<file path="config.mk">
export PLATFORM = sky130hd
export DESIGN_NAME = elias_delta_bit_packer
export DESIGN_NICKNAME = d
export VERILOG_FILES = /design/src/rtl/core/edbp_pkg.sv /design/src/rtl/core/edbp_front.sv /design/src/rtl/core/edbp_queue.sv /design/src/rtl/core/edbp_back.sv /design/src/rtl/core/elias_delta_bit_packer.sv
export SDC_FILE = /design/constraint.sdc
export NUM_CORES = 1
export LEC_CHECK = 0
export ABC_AREA = 1
export BUFFER_PORTS_ARGS = -buffer_cell sky130_fd_sc_hd__buf_2
export CAP_MARGIN = 10
export CORE_MARGIN = 2
export CORE_UTILIZATION = 55
export CTS_CLUSTER_DIAMETER = 100
export DETAILED_ROUTE_END_ITERATION = 10
export PLACE_DENSITY = 0.75
export SYNTH_ARGS = -nofsm -noshare
export SYNTH_HDL_FRONTEND = slang
export SYNTH_SLANG_ARGS = --single-unit
</file>
<file path="constraint.sdc">
create_clock -name clk -period 8.7 [get_ports clk]
set_input_delay 1.74 -clock clk [delete_from_list [all_inputs] [get_ports clk]]
set_output_delay 1.74 -clock clk [all_outputs]
set_load 0.01 [all_outputs]
</file>
<file path="src/rtl/core/edbp_pkg.sv">
package edbp_pkg;

  // Width of a left-aligned bit string handed from the front to the back.
  // The longest delta code of a 64-bit value is 76 bits.
  localparam int DATA_W = 76;
  // Bit count of such a string, 0 to DATA_W.
  localparam int CNT_W = 7;
  // Jobs held between the front and the back.
  localparam int QUEUE_DEPTH = 2;

  // Defaults for the top-level parameters.
  localparam int MAX_RAW_BITS_DEF = 32;
  localparam int COUNT_WIDTH_DEF = 32;

  // Operation codes of an input beat.
  localparam logic [1:0] OP_DELTA = 2'd0;
  localparam logic [1:0] OP_RAW   = 2'd1;
  localparam logic [1:0] OP_FLUSH = 2'd2;

  // One classified item: bits to write MSB first, or a pad request.
  typedef struct packed {
    logic              flush;
    logic              err;
    logic [CNT_W-1:0]  cnt;
    logic [DATA_W-1:0] data;
  } job_t;

  // Position of the leading one plus one; zero for a zero word.
  function automatic logic [6:0] bit_length64(input logic [63:0] v);
    logic [6:0] len;
    len = 7'd0;
    for (int i = 0; i < 64; i++) begin
      if (v[i]) begin
        len = 7'(i + 1);
      end
    end
    return len;
  endfunction

  // Same for a seven-bit word.
  function automatic logic [2:0] bit_length7(input logic [6:0] v);
    logic [2:0] len;
    len = 3'd0;
    for (int i = 0; i < 7; i++) begin
      if (v[i]) begin
        len = 3'(i + 1);
      end
    end
    return len;
  endfunction

endpackage

</file>
<file path="src/rtl/core/edbp_front.sv">
module edbp_front #(
  parameter int MAX_RAW_BITS = edbp_pkg::MAX_RAW_BITS_DEF
) (
  input  logic                  clk,
  input  logic                  rst_n,
  input  logic                  in_valid,
  output logic                  in_stall,
  input  logic [1:0]            in_op,
  input  logic [63:0]           in_value,
  input  logic [5:0]            in_length,
  output logic                  push,
  output edbp_pkg::job_t        push_job,
  input  logic                  queue_full
);

  localparam logic [1:0] S_IDLE  = 2'd0;
  localparam logic [1:0] S_LEN   = 2'd1;
  localparam logic [1:0] S_CODE  = 2'd2;
  localparam logic [1:0] S_ALIGN = 2'd3;

  localparam int DW = edbp_pkg::DATA_W;
  localparam int CW = edbp_pkg::CNT_W;

  logic [1:0]    state_r, state_nxt;
  logic [1:0]    op_r;
  logic [63:0]   value_r;
  logic [5:0]    length_r;
  logic [6:0]    n_r;
  logic [6:0]    raw_len_r;
  logic          err_r;
  logic [DW-1:0] code_r;
  logic [CW-1:0] len_r;

  logic [6:0]    n_calc;
  logic [6:0]    raw_len_calc;
  logic [2:0]    lol;
  logic [63:0]   lead;
  logic [63:0]   raw_mask;
  logic [DW-1:0] delta_code;
  logic [CW-1:0] delta_len;
  logic [DW-1:0] code_calc;
  logic [CW-1:0] len_calc;

  // A new beat is taken only while no item is being classified.
  assign in_stall = (state_r != S_IDLE);

  // Bit length of the value and the saturated raw length.
  always_comb begin
    n_calc = edbp_pkg::bit_length64(value_r);
    if ({1'b0, length_r} > 7'(MAX_RAW_BITS)) begin
      raw_len_calc = 7'(MAX_RAW_BITS);
    end else begin
      raw_len_calc = {1'b0, length_r};
    end
  end

  // Right-aligned code and its length. The delta code is N in 2L-1 bits
  // followed by the value bits below the leading one.
  always_comb begin
    lol        = edbp_pkg::bit_length7(n_r);
    lead       = 64'd1 << 6'(n_r - 7'd1);
    delta_code = (DW'(n_r) << 6'(n_r - 7'd1)) | DW'(value_r ^ lead);
    delta_len  = CW'({lol, 1'b0}) + CW'(n_r) - CW'(2);
    if (raw_len_r == 7'd0) begin
      raw_mask = 64'd0;
    end else begin
      raw_mask = {64{1'b1}} >> (7'd64 - raw_len_r);
    end
    case (op_r)
      edbp_pkg::OP_DELTA: begin
        code_calc = delta_code;
        len_calc  = err_r ? CW'(0) : delta_len;
      end
      edbp_pkg::OP_RAW: begin
        code_calc = DW'(value_r & raw_mask);
        len_calc  = CW'(raw_len_r);
      end
      default: begin
        code_calc = '0;
        len_calc  = CW'(0);
      end
    endcase
  end

  // Left-align the code for the back and offer it to the queue.
  always_comb begin
    push_job.flush = (op_r == edbp_pkg::OP_FLUSH);
    push_job.err   = err_r;
    push_job.cnt   = len_r;
    push_job.data  = code_r << (CW'(DW) - len_r);
    push           = (state_r == S_ALIGN);
  end

  // Sequencer through the classify steps.
  always_comb begin
    state_nxt = state_r;
    case (state_r)
      S_IDLE: begin
        if (in_valid) begin
          state_nxt = S_LEN;
        end
      end
      S_LEN:   state_nxt = S_CODE;
      S_CODE:  state_nxt = S_ALIGN;
      S_ALIGN: begin
        if (!queue_full) begin
          state_nxt = S_IDLE;
        end
      end
      default: state_nxt = S_IDLE;
    endcase
  end

  always_ff @(posedge clk) begin
    if (!rst_n) begin
      state_r <= S_IDLE;
    end else begin
      state_r <= state_nxt;
    end
  end

  // Item payload and intermediate results.
  always_ff @(posedge clk) begin
    if (state_r == S_IDLE && in_valid) begin
      op_r     <= in_op;
      value_r  <= in_value;
      length_r <= in_length;
    end
    if (state_r == S_LEN) begin
      n_r       <= n_calc;
      raw_len_r <= raw_len_calc;
      err_r     <= (op_r == edbp_pkg::OP_DELTA) && (n_calc == 7'd0);
    end
    if (state_r == S_CODE) begin
      code_r <= code_calc;
      len_r  <= len_calc;
    end
  end

endmodule

</file>
<file path="src/rtl/core/edbp_queue.sv">
module edbp_queue (
  input  logic           clk,
  input  logic           rst_n,
  input  logic           push,
  input  edbp_pkg::job_t push_job,
  output logic           full,
  input  logic           pop,
  output logic           empty,
  output edbp_pkg::job_t head_job
);

  localparam int DEPTH = edbp_pkg::QUEUE_DEPTH;
  localparam int PW    = (DEPTH > 1) ? $clog2(DEPTH) : 1;
  localparam int FW    = $clog2(DEPTH + 1);

  edbp_pkg::job_t entry_r [DEPTH];
  logic [PW-1:0]  wr_ptr_r, wr_ptr_nxt;
  logic [PW-1:0]  rd_ptr_r, rd_ptr_nxt;
  logic [FW-1:0]  fill_r, fill_nxt;
  logic           do_push, do_pop;

  assign full     = (fill_r == FW'(DEPTH));
  assign empty    = (fill_r == FW'(0));
  assign head_job = entry_r[rd_ptr_r];
  assign do_push  = push && !full;
  assign do_pop   = pop && !empty;

  // Pointer and fill bookkeeping.
  always_comb begin
    wr_ptr_nxt = wr_ptr_r;
    rd_ptr_nxt = rd_ptr_r;
    fill_nxt   = fill_r;
    if (do_push) begin
      wr_ptr_nxt = (wr_ptr_r == PW'(DEPTH - 1)) ? PW'(0) : wr_ptr_r + PW'(1);
    end
    if (do_pop) begin
      rd_ptr_nxt = (rd_ptr_r == PW'(DEPTH - 1)) ? PW'(0) : rd_ptr_r + PW'(1);
    end
    if (do_push && !do_pop) begin
      fill_nxt = fill_r + FW'(1);
    end else if (do_pop && !do_push) begin
      fill_nxt = fill_r - FW'(1);
    end
  end

  always_ff @(posedge clk) begin
    if (!rst_n) begin
      wr_ptr_r <= '0;
      rd_ptr_r <= '0;
      fill_r   <= '0;
    end else begin
      wr_ptr_r <= wr_ptr_nxt;
      rd_ptr_r <= rd_ptr_nxt;
      fill_r   <= fill_nxt;
    end
  end

  // Entry storage.
  always_ff @(posedge clk) begin
    if (do_push) begin
      entry_r[wr_ptr_r] <= push_job;
    end
  end

endmodule

</file>
<file path="src/rtl/core/edbp_back.sv">
module edbp_back #(
  parameter int COUNT_WIDTH = edbp_pkg::COUNT_WIDTH_DEF
) (
  input  logic           clk,
  input  logic           rst_n,
  input  logic           empty,
  input  edbp_pkg::job_t head_job,
  output logic           pop,
  output logic           out_valid,
  input  logic           out_stall,
  output logic [7:0]     out_byte,
  output logic           out_byte_valid,
  output logic           out_error,
  output logic [31:0]    out_byte_count,
  output logic           out_last
);

  localparam int DW = edbp_pkg::DATA_W;
  localparam int CW = edbp_pkg::CNT_W;

  // Job under work.
  logic                   job_valid_r, job_valid_nxt;
  logic                   flush_r;
  logic                   err_r;
  logic [CW-1:0]          cnt_r, cnt_nxt;
  logic [DW-1:0]          data_r, data_nxt;
  // Unfinished byte, right-aligned, and its bit count.
  logic [6:0]             pb_r, pb_nxt;
  logic [2:0]             p_r, p_nxt;
  logic [COUNT_WIDTH-1:0] total_r, total_nxt;
  // Output register.
  logic                   out_valid_r, out_valid_nxt;
  logic [7:0]             byte_r, byte_nxt;
  logic                   bvalid_r, bvalid_nxt;
  logic                   error_r, error_nxt;
  logic [31:0]            count_r, count_nxt;
  logic                   last_r, last_nxt;

  logic                   out_free;
  logic                   work;
  logic [CW-1:0]          avail;
  logic [CW-1:0]          rem;
  logic [14:0]            window;
  logic [7:0]             full_byte;
  logic [3:0]             take;
  logic [DW-1:0]          data_sh;
  logic [14:0]            merged;

  assign out_free = !out_valid_r || !out_stall;
  assign work     = job_valid_r && out_free;
  assign pop      = !job_valid_r && !empty;

  // Byte assembly from the pending bits and the head of the string.
  always_comb begin
    avail     = CW'(p_r) + cnt_r;
    rem       = avail - CW'(8);
    window    = {pb_r, data_r[DW-1 -: 8]};
    full_byte = 8'(window >> p_r);
    take      = 4'd8 - {1'b0, p_r};
    data_sh   = data_r << take;
    merged    = window >> (4'd8 - cnt_r[3:0]);
  end

  // One result per cycle while a job is loaded and the output is free.
  always_comb begin
    job_valid_nxt = job_valid_r;
    cnt_nxt       = cnt_r;
    data_nxt      = data_r;
    pb_nxt        = pb_r;
    p_nxt         = p_r;
    total_nxt     = total_r;
    out_valid_nxt = out_valid_r && out_stall;
    byte_nxt      = byte_r;
    bvalid_nxt    = bvalid_r;
    error_nxt     = error_r;
    last_nxt      = last_r;

    if (work) begin
      out_valid_nxt = 1'b1;
      error_nxt     = 1'b0;
      if (flush_r) begin
        // Pad the partial byte with zeros, if there is one.
        job_valid_nxt = 1'b0;
        last_nxt      = 1'b1;
        if (p_r != 3'd0) begin
          byte_nxt   = full_byte;
          bvalid_nxt = 1'b1;
          total_nxt  = total_r + COUNT_WIDTH'(1);
          p_nxt      = 3'd0;
          pb_nxt     = 7'd0;
        end else begin
          byte_nxt   = 8'd0;
          bvalid_nxt = 1'b0;
        end
      end else if (avail >= CW'(8)) begin
        // A full byte; leftover bits below a byte go to the partial byte.
        byte_nxt   = full_byte;
        bvalid_nxt = 1'b1;
        total_nxt  = total_r + COUNT_WIDTH'(1);
        data_nxt   = data_sh;
        if (rem < CW'(8)) begin
          job_valid_nxt = 1'b0;
          last_nxt      = 1'b1;
          pb_nxt        = data_sh[DW-1 -: 7] >> (3'd7 - rem[2:0]);
          p_nxt         = rem[2:0];
          cnt_nxt       = CW'(0);
        end else begin
          last_nxt = 1'b0;
          p_nxt    = 3'd0;
          cnt_nxt  = rem;
        end
      end else begin
        // No byte completes: merge the bits into the partial byte.
        job_valid_nxt = 1'b0;
        last_nxt      = 1'b1;
        byte_nxt      = 8'd0;
        bvalid_nxt    = 1'b0;
        error_nxt     = err_r;
        pb_nxt        = merged[6:0];
        p_nxt         = avail[2:0];
      end
    end

    if (pop) begin
      job_valid_nxt = 1'b1;
      cnt_nxt       = head_job.cnt;
      data_nxt      = head_job.data;
    end
    count_nxt = 32'(total_nxt);
  end

  always_ff @(posedge clk) begin
    if (!rst_n) begin
      job_valid_r <= 1'b0;
      out_valid_r <= 1'b0;
      pb_r        <= 7'd0;
      p_r         <= 3'd0;
      total_r     <= '0;
    end else begin
      job_valid_r <= job_valid_nxt;
      out_valid_r <= out_valid_nxt;
      pb_r        <= pb_nxt;
      p_r         <= p_nxt;
      total_r     <= total_nxt;
    end
  end

  // Job payload and result fields.
  always_ff @(posedge clk) begin
    if (pop) begin
      flush_r <= head_job.flush;
      err_r   <= head_job.err;
    end
    cnt_r  <= cnt_nxt;
    data_r <= data_nxt;
    if (work) begin
      byte_r   <= byte_nxt;
      bvalid_r <= bvalid_nxt;
      error_r  <= error_nxt;
      count_r  <= count_nxt;
      last_r   <= last_nxt;
    end
  end

  assign out_valid      = out_valid_r;
  assign out_byte       = byte_r;
  assign out_byte_valid = bvalid_r;
  assign out_error      = error_r;
  assign out_byte_count = count_r;
  assign out_last       = last_r;

endmodule

</file>
<file path="src/rtl/core/elias_delta_bit_packer.sv">
// Elias-delta bit packer.
// Input channel (in_valid / in_stall): one beat carries in_op, in_value and
// in_length. Op 0 writes the Elias-delta code of in_value, op 1 writes the
// low in_length bits of in_value (saturated to MAX_RAW_BITS), op 2 pads
// the partial byte with zeros. Bits are packed MSB first.
// Result channel (out_valid / out_stall): one beat per completed byte with
// the running byte count; an item that completes no byte yields one beat
// with out_byte_valid low. out_last marks the final beat of each item and
// out_error flags a delta code of zero.
// Timing: the front classifies an item in four steps (accept, bit length,
// code build, align) and takes no new beat until the item is in the queue.
// The back loads a job from the queue and then emits one byte per cycle
// while the receiver does not stall; a 76-bit delta code on top of seven
// pending bits gives ten bytes.
// A two-entry job queue lets front and back stall independently; when the
// receiver stalls, the output register holds and the queue fills.
// Reset (synchronous, rst_n low) empties the queue and clears the partial
// byte and the byte count.
module elias_delta_bit_packer #(
  parameter int MAX_RAW_BITS = edbp_pkg::MAX_RAW_BITS_DEF,
  parameter int COUNT_WIDTH  = edbp_pkg::COUNT_WIDTH_DEF
) (
  input  logic        clk,
  input  logic        rst_n,
  input  logic        in_valid,
  output logic        in_stall,
  input  logic [1:0]  in_op,
  input  logic [63:0] in_value,
  input  logic [5:0]  in_length,
  output logic        out_valid,
  input  logic        out_stall,
  output logic [7:0]  out_byte,
  output logic        out_byte_valid,
  output logic        out_error,
  output logic [31:0] out_byte_count,
  output logic        out_last
);

  logic           push;
  logic           queue_full;
  logic           pop;
  logic           queue_empty;
  edbp_pkg::job_t push_job;
  edbp_pkg::job_t head_job;

  // Classification of input beats into bit-string jobs.
  edbp_front #(
    .MAX_RAW_BITS (MAX_RAW_BITS)
  ) u_front (
    .clk        (clk),
    .rst_n      (rst_n),
    .in_valid   (in_valid),
    .in_stall   (in_stall),
    .in_op      (in_op),
    .in_value   (in_value),
    .in_length  (in_length),
    .push       (push),
    .push_job   (push_job),
    .queue_full (queue_full)
  );

  // Job queue between the two halves.
  edbp_queue u_queue (
    .clk      (clk),
    .rst_n    (rst_n),
    .push     (push),
    .push_job (push_job),
    .full     (queue_full),
    .pop      (pop),
    .empty    (queue_empty),
    .head_job (head_job)
  );

  // Byte packing and result output.
  edbp_back #(
    .COUNT_WIDTH (COUNT_WIDTH)
  ) u_back (
    .clk            (clk),
    .rst_n          (rst_n),
    .empty          (queue_empty),
    .head_job       (head_job),
    .pop            (pop),
    .out_valid      (out_valid),
    .out_stall      (out_stall),
    .out_byte       (out_byte),
    .out_byte_valid (out_byte_valid),
    .out_error      (out_error),
    .out_byte_count (out_byte_count),
    .out_last       (out_last)
  );

endmodule

</file>
==> results.json <==
{
  "outcome": "finished clean",
  "met3_usage_pct": 5.71,
  "placedInstanceArea_um2": 32500,
  "endpoint_kind": "flop",
  "grt_antenna_before_repair": 4,
  "netlist_area_um2": 31400,
  "synth_fp_nets": 3990,
  "routed_wl_um": 91400,
  "htree_levels": 2,
  "synth_edf_count": 461,
  "critPathLaunchType": "primary input",
  "hold_depth": 1,
  "routabilityCongestion": 1.02,
  "synth_top_area_share_pct": 44.1,
  "dp_slack_ps": 2950,
  "dieHeight_um": 243,
  "die_area_um2": 59000,
  "critPathMaxFanout": 47,
  "cts_tree": "yes",
  "worstHoldPathType": "reg2reg",
  "timing.final.crit_share_pct": 58.9,
  "mostFrequentLayoutCells": "nand2_1 (1101), edfxtp_1 (461), o21ai_0 (454)",
  "p_leak_nw": 13.7,
  "grt_pass1_vias": 25100,
  "vias_per_cell": 5.93,
  "grt-ovfl-total": 0,
  "synth_seq_cells": 512,
  "max-slew-margin-rel_pct": 33.1,
  "clockBufferDepth": 3,
  "cts_hold_buf": 0,
  "design_area_um2": 34300,
  "async_flop_share_pct": 0,
  "holdWs_ps": 459,
  "grt_use_total_pct": 30.1,
  "synthTopCellsByArea": "edfxtp_1 (44%), nand2_1 (13%), o21ai_0 (7.3%), inv_1 (4.2%), mux2i_1 (3.5%)",
  "numCtsBuffers": 53,
  "finalSetupViolations": 0,
  "fmax_ghz": 0.195,
  "post-route-min-period_ps": 5120,
  "critical_path_arrival_ps": 5690,
  "power.density_nw_per_um2": 393,
  "insertion_delay_ps": 630,
  "timing_worst_slew_pin_value_ps": 1000,
  "first_pass_iters": 6,
  "die_w_um": 243,
  "yosysWarnings": 0,
  "cts_setup_buffers": 0,
  "crit_required_ps": 9270,
  "core_area_um2": 56400,
  "yosysTopAreaCell": "edfxtp_1",
  "grt_pass1_wl_um": 140000,
  "slew_violations": 0,
  "setup.worst_path.class": "in2reg",
  "grt_setup_unrepaired": "no",
  "setup_tns_ps": 0,
  "start_util_pct": 55.6,
  "grtUsageMet1_pct": 40.6,
  "dr_total_vias": 27700,
  "row_count": 87,
  "fin_worst_skew_ps": 23.7,
  "nets": 3977,
  "grt_max_degree": 81,
  "reg2regPathDepth": 24,
  "synthDistinctLibCells": 54,
  "avgSynthCellArea_um2": 8.09,
  "top_usage_layer": "met2",
  "syn_inst": 3878,
  "antenna_left": 0,
  "drc_errors": 0,
  "synth-main-ff-cell": "edfxtp_1",
  "cts_resized": 0,
  "clkSinkCount": 512,
  "seq_area_frac_synth_pct": 47.4,
  "cts_root_buf": "clkbuf_16",
  "wl_per_cell_um": 19.6,
  "finalHoldViolations": 0,
  "layout-drive-gt1-share_pct": 9.40,
  "final_common_cell": "nand2_1",
  "total_power_mw": 13.5,
  "use_met2_pct": 47.3,
  "fin_ws_ps": 3580,
  "drt_iter0_markers": 3302,
  "port_buffers": 120,
  "dp_hpwl_um": 65600,
  "syn2layout_area_growth_pct": 9.33,
  "drv_cap": 0,
  "ios": 121,
  "clkSlewWorstSetupHoldPaths_ps": 60,
  "vdd_drop_max_mv": 0.303
}
[cell families after synthesis]
kind of cell / after synthesis / synth area share (%)
XOR/XNOR: 48 / 1.34
multiplexers: 109 / 3.48
buffers and inverters: 613 / 7.73
AND/OR/NAND/NOR: 1687 / 22.0
adder cells (fa/ha/maj): 36 / 1.48
AO/OA/AOI/OAI: 873 / 16.6
flip-flops: 512 / 47.4
[metal layers]
layer	up-vias	part of all wire [%]	routed length (um)
li1	13300	-	-
met1	12800	41	37400
met2	1291	46	41800
met3	240	8.5	7790
met4	4	4.7	4330
met5	-	0.023	21
[layout make-up]
class / count / area, um2
sequential: 512 / 14900
clock buffer: 65 / 1430
clock inverter: 31 / 373
tap: 756 / 946
timing repair buffer: 164 / 931
fill: 5058 / 22100
inverter: 381 / 1550
antenna: 2 / 5.00
multi-input combinational: 2753 / 14200
[stage by stage]
step,utilization [%],instances
finish,60.8,4664
CTS,60.8,4662
floorplan,-,3878
global placement,57.6,4566
global route,60.8,4662
detailed placement,57.6,4566
[synthesized netlist by cell type (32+ instances only)]
cell type,count
a21oi_1,131
buf_1,35
clkbuf_1,197
dfxtp_1,51
edfxtp_1,461
ha_1,34
inv_1,347
mux2i_1,109
nand2_1,1102
nand3_1,132
nor2_1,287
nor4_1,32
o211ai_1,60
o21ai_0,455
o221ai_1,69
o22ai_1,32
or2_2,68
xor2_1,45
[power breakdown]
group          switching [mW]  internal, mW
sequential              0.420          3.80
clock                   0.988          1.39
combinational            4.91          1.99
[final timing paths]
path / endpoint / slack, ps / startpoint
max: u_back.total_r[26] / 3580 / out_stall
min reg2reg: flop / 460 / u_queue.rd_ptr_r
max reg2reg: u_back.total_r[26] / 3840 / u_back.cnt_r[0]
min: flop / 460 / u_queue.rd_ptr_r
[registers in the layout, indices dropped and copies added (netlist names), 8 cells and up, named ones only]
name	cells
u_queue.entry_r	170
u_back.out_byte_count	32
u_back.data_r	76
u_front.code_r	70
u_front.value_r	64
u_back.out_byte	8
u_back.total_r	32
[critical path: stages]
cell and delay (ps):
buf_2 100, nand2_1 80, nand2_1 230, inv_2 790, nand2_1 360, nor2_4 330, inv_2 140, nor2_2 120
nand3_1 150, nor3_2 180, nand2_1 120, nor3_2 160, and3_1 250, nand3_2 110, nor2_2 130, nand3_1 160
nor3_1 210, xor2_1 200, and2_1 140
(Power assumes the default switching activity.)
